**config.mk**
```make
export PLATFORM = sky130hd
export DESIGN_NAME = srie_alu
export DESIGN_NICKNAME = d
export VERILOG_FILES = /design/src/rtl/core/six_register_instruction_executor_defines.svh /design/src/rtl/core/srie_pkg.sv /design/src/rtl/core/srie_alu.sv
export SDC_FILE = /design/constraint.sdc
export NUM_CORES = 1
export LEC_CHECK = 0
export BUFFER_PORTS_ARGS = -buffer_cell sky130_fd_sc_hd__buf_2
export CORE_MARGIN = 4
export CORE_UTILIZATION = 55
export DETAILED_ROUTE_END_ITERATION = 6
export GPL_TIMING_DRIVEN = 0
export PLACE_DENSITY_LB_ADDON = 0.1
export RECOVER_POWER = 25
export SYNTH_ARGS = -nofsm -noshare
export SYNTH_HDL_FRONTEND = slang
export SYNTH_SLANG_ARGS = --single-unit
```
**constraint.sdc**
```tcl
create_clock -name vclk -period 8.1
set_input_delay 0 -clock vclk [all_inputs]
set_output_delay 0 -clock vclk [all_outputs]
set_load 0.01 [all_outputs]
```
**src/rtl/core/six_register_instruction_executor_defines.svh**
```systemverilog
// Shared assertion macros for the instruction executor.
// Both expect clk and rst_n in the scope of use.
`ifndef SIX_REGISTER_INSTRUCTION_EXECUTOR_DEFINES_SVH
`define SIX_REGISTER_INSTRUCTION_EXECUTOR_DEFINES_SVH

// same-cycle implication
`define SRIE_ASSERT_NOW(lbl, ante, cons, msg) \
    lbl: assert property (@(posedge clk) disable iff (!rst_n) (ante) |-> (cons)) \
        else $error(msg);

// next-cycle implication
`define SRIE_ASSERT_NEXT(lbl, ante, cons, msg) \
    lbl: assert property (@(posedge clk) disable iff (!rst_n) (ante) |=> (cons)) \
        else $error(msg);

`endif

```
**src/rtl/core/srie_pkg.sv**
```systemverilog
package srie_pkg;

    localparam int DEF_REGISTER_COUNT = 6;

    localparam int DATA_W    = 64;
    localparam int OPCODE_W  = 4;
    localparam int OPERAND_W = 32;
    localparam int DEST_W    = 3;

    localparam int IP_SEL_W   = 3;
    localparam int PROG_LEN_W = 16;
    localparam int INIT_R0_W  = 8;
    localparam int CFG_IDX_W  = 2;
    localparam int CFG_DATA_W = 16;

    localparam logic [CFG_IDX_W-1:0] CFG_IP_SELECT   = 2'd0;
    localparam logic [CFG_IDX_W-1:0] CFG_PROG_LENGTH = 2'd1;
    localparam logic [CFG_IDX_W-1:0] CFG_INIT_R0     = 2'd2;

    localparam logic [OPCODE_W-1:0] OP_ADDR = 4'd0;
    localparam logic [OPCODE_W-1:0] OP_ADDI = 4'd1;
    localparam logic [OPCODE_W-1:0] OP_MULR = 4'd2;
    localparam logic [OPCODE_W-1:0] OP_MULI = 4'd3;
    localparam logic [OPCODE_W-1:0] OP_BANR = 4'd4;
    localparam logic [OPCODE_W-1:0] OP_BANI = 4'd5;
    localparam logic [OPCODE_W-1:0] OP_BORR = 4'd6;
    localparam logic [OPCODE_W-1:0] OP_BORI = 4'd7;
    localparam logic [OPCODE_W-1:0] OP_SETR = 4'd8;
    localparam logic [OPCODE_W-1:0] OP_SETI = 4'd9;
    localparam logic [OPCODE_W-1:0] OP_GTIR = 4'd10;
    localparam logic [OPCODE_W-1:0] OP_GTRI = 4'd11;
    localparam logic [OPCODE_W-1:0] OP_GTRR = 4'd12;
    localparam logic [OPCODE_W-1:0] OP_EQIR = 4'd13;
    localparam logic [OPCODE_W-1:0] OP_EQRI = 4'd14;
    localparam logic [OPCODE_W-1:0] OP_EQRR = 4'd15;

    typedef struct packed {
        logic [OPCODE_W-1:0]         opcode;
        logic signed [OPERAND_W-1:0] operand_a;
        logic signed [OPERAND_W-1:0] operand_b;
        logic [DEST_W-1:0]           dest_index;
    } item_t;

    function automatic logic [DATA_W-1:0] sext32(input logic [OPERAND_W-1:0] v);
        return {{(DATA_W-OPERAND_W){v[OPERAND_W-1]}}, v};
    endfunction

    function automatic logic is_mul(input logic [OPCODE_W-1:0] op);
        return (op == OP_MULR) || (op == OP_MULI);
    endfunction

endpackage

```
**src/rtl/core/srie_alu.sv**
```systemverilog
module srie_alu (
    input  srie_pkg::item_t             item,
    input  logic [srie_pkg::DATA_W-1:0] va,
    input  logic [srie_pkg::DATA_W-1:0] vb,
    input  logic [srie_pkg::DATA_W-1:0] mul_product,
    output logic [srie_pkg::DATA_W-1:0] res
);

    localparam int DW = srie_pkg::DATA_W;

    logic [DW-1:0] ia;
    logic [DW-1:0] ib;

    assign ia = srie_pkg::sext32(item.operand_a);
    assign ib = srie_pkg::sext32(item.operand_b);

    always_comb
    begin
        unique case (item.opcode)
            srie_pkg::OP_ADDR: res = va + vb;
            srie_pkg::OP_ADDI: res = va + ib;
            srie_pkg::OP_MULR: res = mul_product;
            srie_pkg::OP_MULI: res = mul_product;
            srie_pkg::OP_BANR: res = va & vb;
            srie_pkg::OP_BANI: res = va & ib;
            srie_pkg::OP_BORR: res = va | vb;
            srie_pkg::OP_BORI: res = va | ib;
            srie_pkg::OP_SETR: res = va;
            srie_pkg::OP_SETI: res = ia;
            srie_pkg::OP_GTIR: res = DW'($signed(ia) > $signed(vb));
            srie_pkg::OP_GTRI: res = DW'($signed(va) > $signed(ib));
            srie_pkg::OP_GTRR: res = DW'($signed(va) > $signed(vb));
            srie_pkg::OP_EQIR: res = DW'(ia == vb);
            srie_pkg::OP_EQRI: res = DW'(va == ib);
            srie_pkg::OP_EQRR: res = DW'(va == vb);
            default:           res = '0;
        endcase
    end

endmodule

```
# Word level (Yosys, flattened, before mapping)
# Cells that the tools add are included.
# word_totals
elab_cells	30
register_bits	0
output_inout_bits	64
input_bits	263
# op_classes
n_lt_le_gt_ge	3
mux	1
bitwise	4
n_addsub	2
n_eq_ne	18
reduce_logical	2
# op_table
cell	count
one-hot mux 64 bit (15 select lines)	1
equality test 64 bit	3
adder 64 bit	2
bitwise AND 64 bit	2
bitwise OR 64 bit	2
> comparator 32 x 64 -> 1 bit	1
> comparator 64 x 32 -> 1 bit	1
> comparator 64 bit	1
equality test 4 bit (second input constant)	8
equality test 4 x 3 -> 1 bit (second input constant)	4
equality test 4 x 2 -> 1 bit (second input constant)	2
equality test 4 x 1 -> 1 bit (second input constant)	1
zero test 4 bit	1
OR reduction 2 bit	1

# Logic depth before layout (Yosys ltp)
# depth
ltp_word	3
mapped_depth	20
depth_no_buf	16

# Worst setup path after synthesis
# OpenSTA, ideal clock, no wires.
# synth_timing
kind	input to output
startpoint	in item[69] (netlist bit)
endpoint	out res[57] (netlist bit)
path_buffers	3
t_arrival_ns	3.696
required_time_ns	8.100
cell_stages	19
path_slack_ns	4.404
cell_sequence	clkbuf_1 -> or2_2 -> nor2_1 -> nand2_1 -> clkbuf_1 -> buf_1 -> nand2_1 -> o21ai_0 -> ha_1 -> a21oi_2 -> o21ai_0 -> a2111oi_0 -> a21oi_1 -> a21oi_1 -> o41ai_2 -> a311oi_2 -> o21bai_1 -> xnor2_1 -> o21ai_0
# synth_between
elab_chain_len	3
word_cells_on_any_way	18
classes_between	15 x eq/ne; 1 x mux; 2 x reduce/logical
# synth_lines
element	line	rtl
from (decl)	srie_alu.sv:2	input srie_pkg::item_t item,
equality test 4 x 2 -> 1 bit	srie_alu.sv:19	unique case (item.opcode)
OR reduction 2 bit (no source line)	-	
one-hot mux 64 bit (15 select lines) *	srie_alu.sv:19	
to (decl)	srie_alu.sv:6	output logic [srie_pkg::DATA_W-1:0] res
# Every way passes the cells marked *; elsewhere a longest branch is shown, timed or not.

# Final worst setup path
# Same ends and word-level chain as after synthesis.

==> metrics.yaml <==
layout:
  drive_gt1_frac: 0.167
  nets: 2536
  areaGrowthSynthToFinish_pct: 17.3
  fin_cells: 2281
  final_cell_mix: "buf_2, ha_1, nand2_1"
  area.sequential_um2: 0
  design.seq.count: 0
  final_common_cell: "buf_2"
  clkbuf_count: 0
drt:
  drtAntennaViolNets: 0
  vias: 15900
  drc: 10
  drt_iter0_markers: 2073
  dr.pass1.iters: 7
  routedWlPerCell_um: 24.1
  vias_per_cell: 6.96
  routed_wl_um: 55000
global_routing:
  grt_antenna_before_repair: 3
  grt_pass1_wl_um: 79600
  track_usage: 0.450
  grt_start_max_net_pins: 37
  grt_overflow: 0
  grt_pass1_vias: 14400
worst_setup_path:
  worst_path_largest_cell_delay_ns: 0.61
  worstPathCellList: "clkbuf_1 -> or2_2 -> nor2_1 -> nand2_1 -> clkbuf_1 -> clkbuf_1 -> o21ai_0 -> ha_1 -> a211oi_1 -> nor2_1 -> a21oi_1 -> a21oi_1 -> a21oi_1 -> o41ai_2 -> a311oi_2 -> o21bai_1 -> xnor2_1 -> o21ai_0 -> buf_2"
  crit_path_end_kind: "output port"
  cp.arrival_ns: 5.62
  critPathMaxFanout: 10
  path_class: "primary input to output port"
  worst_path_max_delay_cell: "clkbuf_1"
  critPathRequiredTime_ns: 8.10
  critPathLaunchType: "primary input"
die:
  floorplan.die.height_um: 151
  initial_core_util: 0.567
  num_rows: 51
  ios: 327
  core_area_mm2: 0.0198
  dieArea_mm2: 0.0228
  die_w_um: 151
yosys:
  synth_mux_area_frac: 0.0100
  yosys.cell_types.count: 74
  ys_seq_area_frac: 0
  syn-cell-area_mm2: 0.0112
  yosys.area.top_type: "ha_1"
  yosys_warnings: 0
  syn_inst: 1692
  synth_adder_area_share: 0.286
  synth-simple-area-share: 0.203
  yosys.area.top_type_share: 0.284
  syn_nets: 2211
  synth-xor-area-share: 0.0453
  synth_area_leaders: "ha_1, a21oi_1, nand2_1, o21ai_0, a21o_1"
  avgSynthCellArea_um2: 6.63
  synth_top_family_by_area: "compound AO/OA/AOI/OAI gates"
  synth-compound-area-share: 0.386
run_status:
  status: "finished with violations"
  violations: "DRC"
sta:
  rsz0062_at_grt: "false"
  slew_viol_final: 0
  slew_headroom: 0.155
  finalHoldViolCount: 0
  period_needed_ns: 5.62
  post-route-period-util: 0.694
  setup_tns_ns: 0
  setup_viol: 0
  max_freq_ghz: 0.178
  tightestPinTransition_ns: 1.27
place:
  portBuffers: 322
  place.gp.congestion: 1.10
  place_hpwl_um: 44100
  dp_cells: 2280
clock_tree:
  cts_hold_buf: 0
  ctsResizeCount: 0
  post_cts_buffers: 0
job:
  maxCapViolCount: 0
min_path:
  hold_class: "primary input to output port"
kinds of logic after synthesis:
| kind of cell | count (synthesis) |
|---|---|
| multiplexers | 11 |
| XOR/XNOR | 58 |
| adder cells (fa/ha/maj) | 256 |
| AND/OR/NAND/NOR | 488 |
| buffers and inverters | 208 |
| AO/OA/AOI/OAI | 671 |
stage by stage:
| step | util | instance area [um^2] | hold WS [ns] | setup slack, ns |
|---|---|---|---|---|
| after floorplan | - | 11200 | 0.139 | 4.40 |
| after global placement | 0.666 | 13200 | 0.360 | 2.87 |
| after detailed placement | 0.666 | 13200 | 0.356 | 2.78 |
| after CTS | 0.666 | 13200 | 0.356 | 2.74 |
| after global routing | 0.665 | 13200 | 0.410 | 2.40 |
| final | 0.666 | 13200 | 0.386 | 2.48 |
worst max-delay path, delay by kind of cell:
family / cells / cell delay (ns)
compound gates: 9 / 2.80
xor+xnor: 1 / 0.16
fa+ha+maj: 1 / 0.36
buf+inv: 4 / 1.69
simple gates: 4 / 0.59
synthesized netlist by cell type (9+ instances only):
cell	n
clkbuf_1	75
a21oi_1	178
nand4_1	55
o21a_1	9
a31oi_1	15
o21bai_1	11
nor2_1	92
a221oi_1	28
buf_1	10
o21ai_0	145
nand2_1	212
nor4_1	19
nor2b_1	21
nor3_1	15
o21ai_1	9
a211oi_1	27
o22ai_1	56
nand3_1	29
inv_1	114
o211ai_1	39
and3_1	10
mux2i_1	9
a21o_1	77
a2111oi_0	9
o221ai_1	11
xor2_1	25
xnor2_1	33
ha_1	255
path summary, 6_finish.rpt:
path | from | to | cells past startpoint
max | item[69] | res[57] | 19
min | va[53] | res[53] | 4
per-layer routing:
metal | track usage | share of wire | vias up
li1 | - | - | 7084
met1 | 0.592 | 0.37 | 7106
met2 | 0.654 | 0.39 | 1387
met3 | 0.148 | 0.17 | 302
met4 | 0.230 | 0.065 | 4
met5 | 0 | 0.00040 | -
layout make-up:
cell class                 count  area, um^2
antenna                        1        2.50
buffer                        92         354
fill                        1877        6620
inverter                     116         435
multi-input combinational   1484       10400
tap                          265         332
timing repair buffer         323        1600
