<file path="src/rtl/core/six_register_instruction_executor_defines.svh">
// Shared assertion macros for the instruction executor.
// Both expect clk and rst_n in the scope of use.
`ifndef SIX_REGISTER_INSTRUCTION_EXECUTOR_DEFINES_SVH
`define SIX_REGISTER_INSTRUCTION_EXECUTOR_DEFINES_SVH

// same-cycle implication
`define SRIE_ASSERT_NOW(lbl, ante, cons, msg) \
    lbl: assert property (@(posedge clk) disable iff (!rst_n) (ante) |-> (cons)) \
        else $error(msg);

// next-cycle implication
`define SRIE_ASSERT_NEXT(lbl, ante, cons, msg) \
    lbl: assert property (@(posedge clk) disable iff (!rst_n) (ante) |=> (cons)) \
        else $error(msg);

`endif

</file>
<file path="src/rtl/core/srie_pkg.sv">
package srie_pkg;

    localparam int DEF_REGISTER_COUNT = 6;

    localparam int DATA_W    = 64;
    localparam int OPCODE_W  = 4;
    localparam int OPERAND_W = 32;
    localparam int DEST_W    = 3;

    localparam int IP_SEL_W   = 3;
    localparam int PROG_LEN_W = 16;
    localparam int INIT_R0_W  = 8;
    localparam int CFG_IDX_W  = 2;
    localparam int CFG_DATA_W = 16;

    localparam logic [CFG_IDX_W-1:0] CFG_IP_SELECT   = 2'd0;
    localparam logic [CFG_IDX_W-1:0] CFG_PROG_LENGTH = 2'd1;
    localparam logic [CFG_IDX_W-1:0] CFG_INIT_R0     = 2'd2;

    localparam logic [OPCODE_W-1:0] OP_ADDR = 4'd0;
    localparam logic [OPCODE_W-1:0] OP_ADDI = 4'd1;
    localparam logic [OPCODE_W-1:0] OP_MULR = 4'd2;
    localparam logic [OPCODE_W-1:0] OP_MULI = 4'd3;
    localparam logic [OPCODE_W-1:0] OP_BANR = 4'd4;
    localparam logic [OPCODE_W-1:0] OP_BANI = 4'd5;
    localparam logic [OPCODE_W-1:0] OP_BORR = 4'd6;
    localparam logic [OPCODE_W-1:0] OP_BORI = 4'd7;
    localparam logic [OPCODE_W-1:0] OP_SETR = 4'd8;
    localparam logic [OPCODE_W-1:0] OP_SETI = 4'd9;
    localparam logic [OPCODE_W-1:0] OP_GTIR = 4'd10;
    localparam logic [OPCODE_W-1:0] OP_GTRI = 4'd11;
    localparam logic [OPCODE_W-1:0] OP_GTRR = 4'd12;
    localparam logic [OPCODE_W-1:0] OP_EQIR = 4'd13;
    localparam logic [OPCODE_W-1:0] OP_EQRI = 4'd14;
    localparam logic [OPCODE_W-1:0] OP_EQRR = 4'd15;

    typedef struct packed {
        logic [OPCODE_W-1:0]         opcode;
        logic signed [OPERAND_W-1:0] operand_a;
        logic signed [OPERAND_W-1:0] operand_b;
        logic [DEST_W-1:0]           dest_index;
    } item_t;

    function automatic logic [DATA_W-1:0] sext32(input logic [OPERAND_W-1:0] v);
        return {{(DATA_W-OPERAND_W){v[OPERAND_W-1]}}, v};
    endfunction

    function automatic logic is_mul(input logic [OPCODE_W-1:0] op);
        return (op == OP_MULR) || (op == OP_MULI);
    endfunction

endpackage

</file>
<file path="src/rtl/core/srie_regfile.sv">
// Architectural registers, run state, write-back and pointer update.
module srie_regfile #(
    parameter int REGISTER_COUNT = srie_pkg::DEF_REGISTER_COUNT
) (
    input  logic                            clk,
    input  logic                            rst_n,
    input  logic                            exec_en,
    input  srie_pkg::item_t                 item,
    input  logic [srie_pkg::DATA_W-1:0]     res,
    input  logic [srie_pkg::IP_SEL_W-1:0]   ip_select,
    input  logic [srie_pkg::PROG_LEN_W-1:0] program_length,
    input  logic [srie_pkg::INIT_R0_W-1:0]  initial_reg_zero,
    output logic [srie_pkg::DATA_W-1:0]     va,
    output logic [srie_pkg::DATA_W-1:0]     vb,
    output logic [srie_pkg::DATA_W-1:0]     next_pointer,
    output logic [srie_pkg::DATA_W-1:0]     reg_zero,
    output logic                            halted
);

    localparam int DW    = srie_pkg::DATA_W;
    localparam int IDX_W = $clog2(REGISTER_COUNT);

    logic [DW-1:0] rf_reg    [REGISTER_COUNT];
    logic [DW-1:0] base      [REGISTER_COUNT];
    logic [DW-1:0] after_dst [REGISTER_COUNT];
    logic [DW-1:0] rf_next   [REGISTER_COUNT];
    logic          running_reg;
    logic          running_next;
    logic          a_ok;
    logic          b_ok;
    logic          dst_ok;
    logic          ip_ok;

    always_comb
    begin
        a_ok   = $unsigned(item.operand_a) < 32'(REGISTER_COUNT);
        b_ok   = $unsigned(item.operand_b) < 32'(REGISTER_COUNT);
        dst_ok = 32'(item.dest_index) < 32'(REGISTER_COUNT);
        ip_ok  = 32'(ip_select) < 32'(REGISTER_COUNT);

        // a new run sees cleared registers with r0 preset
        for (int i = 0; i < REGISTER_COUNT; i++)
        begin
            if (running_reg)
                base[i] = rf_reg[i];
            else if (i == 0)
                base[i] = DW'(initial_reg_zero);
            else
                base[i] = '0;
        end

        va = a_ok ? base[item.operand_a[IDX_W-1:0]] : '0;
        vb = b_ok ? base[item.operand_b[IDX_W-1:0]] : '0;

        for (int i = 0; i < REGISTER_COUNT; i++)
            after_dst[i] = (dst_ok && item.dest_index == srie_pkg::DEST_W'(i)) ? res : base[i];

        next_pointer = ip_ok ? after_dst[ip_select[IDX_W-1:0]] + DW'(1) : DW'(1);

        for (int i = 0; i < REGISTER_COUNT; i++)
            rf_next[i] = (ip_ok && ip_select == srie_pkg::IP_SEL_W'(i)) ? next_pointer
                                                                        : after_dst[i];

        reg_zero     = rf_next[0];
        halted       = next_pointer[DW-1] || (next_pointer >= DW'(program_length));
        running_next = exec_en ? !halted : running_reg;
    end

    always_ff @(posedge clk)
    begin
        if (exec_en)
        begin
            for (int i = 0; i < REGISTER_COUNT; i++)
                rf_reg[i] <= rf_next[i];
        end
    end

    always_ff @(posedge clk or negedge rst_n)
    begin
        if (!rst_n)
            running_reg <= 1'b0;
        else
            running_reg <= running_next;
    end

endmodule

</file>
<file path="config.mk">
export PLATFORM = sky130hd
export DESIGN_NAME = srie_regfile
export DESIGN_NICKNAME = d
export VERILOG_FILES = /design/src/rtl/core/six_register_instruction_executor_defines.svh /design/src/rtl/core/srie_pkg.sv /design/src/rtl/core/srie_regfile.sv
export SDC_FILE = /design/constraint.sdc
export NUM_CORES = 2
export LEC_CHECK = 0
export ABC_AREA = 1
export BUFFER_PORTS_ARGS = -buffer_cell sky130_fd_sc_hd__buf_2
export CAP_MARGIN = 30
export CORE_MARGIN = 4
export CORE_UTILIZATION = 32
export CTS_CLUSTER_DIAMETER = 200
export DETAILED_ROUTE_END_ITERATION = 8
export GPL_TIMING_DRIVEN = 0
export REMOVE_ABC_BUFFERS = 1
export SLEW_MARGIN = 10
export SYNTH_ARGS = -nofsm -noshare
export SYNTH_HDL_FRONTEND = slang
export SYNTH_SLANG_ARGS = --single-unit
</file>
<file path="constraint.sdc">
create_clock -name clk -period 6 [get_ports clk]
set_input_delay 0.3 -clock clk [delete_from_list [all_inputs] [get_ports clk]]
set_output_delay 0.3 -clock clk [all_outputs]
set_load 0.005 [all_outputs]
</file>
After elaboration in Yosys (flattened, before gate mapping)
Memory sizes are Yosys's and may differ from the RTL's.
Index checks and enable logic that the tools add are counted.
- add/sub/neg operators: 1
- order comparisons: 8
- equal/unequal tests: 10
- muxes and demuxes: 32
- bitwise logic cells: 3
- reductions and logical operators: 16
- operator list (cell ; count):
    2-to-1 mux 64 bit ; 27
    binary-select mux 64 bit (select 3 bit) ; 3
    adder 64 x 1 -> 64 bit, second input constant ; 1
    >= comparator 64 x 16 -> 1 bit ; 1
    less-than comparator 32 x 3 -> 1 bit, second input constant ; 2
    equality test 3 x 2 -> 1 bit, second input constant ; 4
    equality test 3 bit, second input constant ; 4
    >= comparator 4 bit, second input constant ; 3
    logical AND 1 bit ; 12
    NOT 3 -> 4 bit ; 3
    equality test 3 x 1 -> 1 bit, second input constant ; 2
    logical NOT 3 bit ; 2
    less-than comparator 3 bit, second input constant ; 2
    2-to-1 mux 1 bit ; 2
    logical NOT 1 bit ; 1
    logical OR 1 bit ; 1
- bits in registers: 1
- RAM bits: 384
- output and inout bits: 257
- word-level logic and storage cells: 72
- memories kept: 1
- memory list (memory ; depth ; width ; rd ports ; clocked after Yosys merged registers in ; wr ports ; line ; RTL):
    rf_reg ; 6 ; 64 ; 6 ; 0 ; 6 ; srie_regfile.sv:23 ; logic [DW-1:0] rf_reg [REGISTER_COUNT];

Logic depth before layout (Yosys ltp)
- depth in word-level cells: 11
- mapped depth: 32
- gate-level depth less buffers: 31

Worst setup path before layout
Ideal clock, no wire load.
- path kind: input to output
- start: input port item[2] (netlist bit)
- end: output port halted
- arrival: 3566 ps
- required time: 5700 ps
- setup slack: 2134 ps
- stages on the path: 28
- buffers on the path: 1
- path through: buf_4 -> nor3_1 -> nand2_1 -> nand3_1 -> nand2_1 -> nor2_1 -> nor2_1 -> nor2_2 -> ha_1 -> nand2_1 -> nor2_1 -> nand2_1 -> nor2_4 -> xor2_1 -> inv_1 -> ha_1 -> nand2_1 -> nor2_1 -> a211oi_1 -> a21oi_1 -> nor2_1 -> nand3_1 -> nor2_1 -> nand2_1 -> nor2_1 -> nand3_1 -> nor2_1 -> nand2_1
- longest elaborated chain between the ends: 10
- elaborated cells between the ends (all ways): 26
- those cells by class: 1 x add/sub; 2 x order compare; 5 x eq/ne; 10 x mux; 8 x reduce/logical
- ends and longest elaborated chain (item ; line ; RTL):
    from (decl) ; srie_regfile.sv:8 ; input srie_pkg::item_t item,
    less-than comparator 3 bit (tied with other cells) ; srie_regfile.sv:38 ; dst_ok = 32'(item.dest_index) < 32'(REGISTER_COUNT);
    logical AND 1 bit ; srie_regfile.sv:56 ; after_dst[i] = (dst_ok && item.dest_index == srie_pkg::DEST_W'(i)) ? res : base[i];
    2-to-1 mux 64 bit ; srie_regfile.sv:56 ;
    binary-select mux 64 bit (select 3 bit) * ; srie_regfile.sv:58 ; next_pointer = ip_ok ? after_dst[ip_select[IDX_W-1:0]] + DW'(1) : DW'(1);
    2-to-1 mux 64 bit (implied by the code) * (2 in series) ; srie_regfile.sv:58 ;
    adder 64 x 1 -> 64 bit * ; srie_regfile.sv:58 ;
    2-to-1 mux 64 bit * ; srie_regfile.sv:58 ;
    via next_pointer, one bit ; srie_regfile.sv:15 ; output logic [srie_pkg::DATA_W-1:0] next_pointer,
    >= comparator 64 x 16 -> 1 bit * ; srie_regfile.sv:65 ; halted = next_pointer[DW-1] || (next_pointer >= DW'(program_length));
    logical OR 1 bit * ; srie_regfile.sv:65 ;
    to (decl) ; srie_regfile.sv:17 ; output logic halted
Mark *: on every way through the listed nets, which the timed path passes. The rest lies on a longest branch. The select of a mux whose other input is x is not followed.

Worst setup path after layout
- start: register running_reg
- end: output port halted
- longest elaborated chain between the ends: 9
- elaborated cells between the ends (all ways): 19
- those cells by class: 1 x add/sub; 1 x order compare; 16 x mux; 1 x reduce/logical
- ends and longest elaborated chain (item ; line ; RTL):
    from (decl) ; srie_regfile.sv:27 ; logic running_reg;
    from (signal assigned) ; srie_regfile.sv:83 ; running_reg <= running_next;
    2-to-1 mux 64 bit ; srie_regfile.sv:44 ; if (running_reg)
    2-to-1 mux 64 bit ; srie_regfile.sv:56 ;
    binary-select mux 64 bit (select 3 bit) * ; srie_regfile.sv:58 ;
    2-to-1 mux 64 bit (implied by the code) * (2 in series) ; srie_regfile.sv:58 ;
    adder 64 x 1 -> 64 bit * ; srie_regfile.sv:58 ;
    2-to-1 mux 64 bit * ; srie_regfile.sv:58 ;
    >= comparator 64 x 16 -> 1 bit ; srie_regfile.sv:65 ;
    logical OR 1 bit * ; srie_regfile.sv:65 ;
Mark *: on every way between the ends. The rest lies on a longest branch, timed or not. The select of a mux whose other input is x is not followed.

==> metrics.cfg <==
[grt]
grt_max_degree=128
grt_util_all_layers_pct=30.5
grt.overflow.total=0
grt_pass1_vias=40400
grt_pass1_wl_mm=276
antenna_found_initial=21

[routing]
routed_wl_mm=195
firstDrtPassIters=8
viasPerCell=5.81
wl_per_cell_microns=25.5
vias=44400
ant_nets=0
first_iter_violations=6440
drc=0

[synth]
yosys.area_share.simple_pct=34.2
synthAdderAreaFrac_pct=0.579
synth_area_per_cell_sq_um=6.13
synthArstFlopShare_pct=0.260
yosysSeqAreaShare_pct=31.5
syn_area_sq_um=36700
synth_compound_area_share_pct=21.7
synth_edf_count=384
synth-warning-count=0
synth_seq_cells=385
synth_top_family_by_area=simple AND/OR/NAND/NOR gates
synth-xor-area-share_pct=0.119
synth_flop_cell=edfxtp_1
synthMuxAreaShare_pct=0
netlist_instances=5985
ys_types=47

[placement]
dp_hpwl_mm=127
io_buffers=417
place_ws_ns=-1.60
place_congestion=0.963

[final_layout]
nets=6278
largest_register_ffs=384
mostFrequentLayoutCell=nand2_1
drive_gt1_share_pct=12.3
synthToLayoutAreaGrowth_pct=17.1
fillerInstances=12300
final_cell_mix=nand2_1 (1883), o21ai_0 (624), nor2_1 (604)

[clocking]
root_buffer=clkbuf_16
clock_path_buffers=3
h-tree-depth=2
worstSkewPairLatency_ns=0.64
clk_pin_slew_ns=0.06
cts_tree=done
clock_sinks=385
cts_buffers=51

[timing]
maxSlewHeadroom_pct=38.0
setup_viol_count_final=0
setup_ws_ns=0.0120
slew_viol_final=0
post-route-period-util_pct=99.8
tns_ns=0
rsz0062_at_grt=true
finalHoldViolCount=0
finalCriticalPeriod_ns=5.99
skew_ns=0.0161
tightest_slew_ns=0.928
max_freq_mhz=167

[worst_setup_path]
cp-end-kind=output pin
arrival_ns=5.69
rrSetupSlack_ns=0.86
critPathLaunchType=flop
worstSetupPathType=flop to output pin
crit_required_ns=5.70
worstPathMaxFanout=46

[pwr]
netSwitchingFraction_pct=34.5
p_clk_share_pct=36.9
ir_drop_uv=221
leakage_uw=0.0201
p_per_area_nw_per_um2=191
finalPower_uw=8220
pwr-share-seq_pct=39.1
comb_power_share_pct=24.0
switchingPower_uw=2840
intPower_uw=5380

[hold_path]
hp-class=input pin to flop

[floorplan]
initial_utilization_pct=32.4
dieWidth_microns=347
dieArea_sq_um=120000
ios=422
core-area_sq_um=113000
rows=123
die_h_microns=347

[outcome]
status=finished, final reports clean

[run]
cap_violations=0

## Yosys cell counts, types with 16 or more instances
| cell | number | area [sq um] |
|---|---|---|
| nand2_1 | 1897 | 7120 |
| nor2_1 | 629 | 2360 |
| o21ai_0 | 627 | 3140 |
| inv_1 | 518 | 1940 |
| nand3_1 | 464 | 2320 |
| edfxtp_1 | 384 | 11500 |
| a21oi_1 | 338 | 1690 |
| clkbuf_1 | 250 | 938 |
| a31oi_1 | 210 | 1310 |
| buf_2 | 101 | 505 |
| o211ai_1 | 81 | 608 |
| o21ai_1 | 75 | 375 |
| buf_4 | 74 | 556 |
| buf_1 | 63 | 236 |
| nand4_1 | 33 | 206 |
| a32o_1 | 32 | 320 |
| a211oi_1 | 24 | 180 |
| nor2_2 | 23 | 144 |
| inv_2 | 21 | 78.8 |
| ha_1 | 17 | 213 |
| o22ai_1 | 16 | 100 |
## per-layer routing
| metal | wire length (microns) | global-route usage [%] | part of all wire [%] | up-vias |
|---|---|---|---|---|
| met3 | 24200 | 7.66 | 12 | 600 |
| met4 | 11800 | 15.9 | 6.0 | 8 |
| met1 | 73700 | 38.9 | 38 | 20400 |
| li1 | - | - | - | 20200 |
| met5 | 43 | 0 | 0.022 | - |
| met2 | 85500 | 47.8 | 44 | 3112 |
## timing repair
| item | 4_1_cts | 5_1_grt |
|---|---|---|
| gates resized for setup | 47 | 29 |
| setup buffers | 19 | 5 |
| hold endpoints to repair | 1 | 0 |
| hold buffers | 2 | 0 |
| gates cloned | 15 | 1 |
| pin swaps | 12 | 3 |
| setup endpoints to repair | 24 | 14 |
## path summary, 6_finish.rpt
path                                  to  cells after the start     startpoint
min reg2reg                rf_reg[4][32]                      4  rf_reg[4][32]
max reg2reg                  running_reg                     25    running_reg
min                        rf_reg[1][33]                      3        res[33]
min in group asynchronous    running_reg                      3          rst_n
max                               halted                     25    running_reg
max in group asynchronous    running_reg                      3          rst_n
## power by group through the flow
| stage | Sequential, uW | Clock, uW | Combinational [uW] |
|---|---|---|---|
| after detailed placement | 3260 | 0 | 1850 |
| after CTS | 3210 | 3030 | 1900 |
| after floorplan | 3250 | 0 | 876 |
| after global placement | 3300 | 0 | 1770 |
| final | 3210 | 3030 | 1970 |
| after global routing | 3220 | 3130 | 2090 |
## logic make-up (layout without fill, tap and decap cells)
group	after synthesis	count (layout)
AOI/OAI and AO/OA	1434	1434
other	0	11
adders and majority gates	17	17
xor gates and xnor gates	5	5
and+or+nand+nor	3101	3105
DFF	385	385
buffers and inverters	1043	1185
## per-stage QoR
step	utilization, %	hold slack, ns	cells	area, sq um
floorplan	-	0.00441	5490	34400
global placement	33.9	0.0849	7407	38400
detailed placement	35.8	0.0807	7501	40500
CTS	37.8	0.0949	7625	42800
global route	37.9	0.138	7634	43000
finish	37.9	0.136	7642	43000
## layout make-up
type / count / area (sq um) / share of cell area [%]
Multi-Input combinational cell: 4561 / 21100 / 49.2
Sequential cell: 385 / 11600 / 26.9
Clock inverter: 24 / 186 / 0.434
Antenna cell: 11 / 27.5 / 0.0640
Timing Repair Buffer: 549 / 4720 / 11.0
Clock buffer: 64 / 1330 / 3.08
Inverter: 548 / 2160 / 5.02
Tap cell: 1500 / 1880 / 4.37
## critical path: stages (launching register included)
cell     delay, ns
dfrtp_4       0.54
buf_12        0.23
buf_16        0.22
buf_16        0.24
buf_16        0.26
buf_16        0.26
nand2_1       0.12
inv_1         0.07
nand2_1       0.06
nand3_1       0.11
nand2_1       0.07
o21ai_0       0.25
nand2_2       0.20
nor2_1        0.23
nand2_1       0.15
nor2_1        0.29
nand2_1       0.17
nor2_1        0.25
nand3_1       0.10
nand2_1       0.22
nand2_1       0.09
nor2_1        0.26
nand2_1       0.15
nor2_2        0.15
nand2_2       0.12
buf_2         0.16
(Power assumes the default switching activity.)
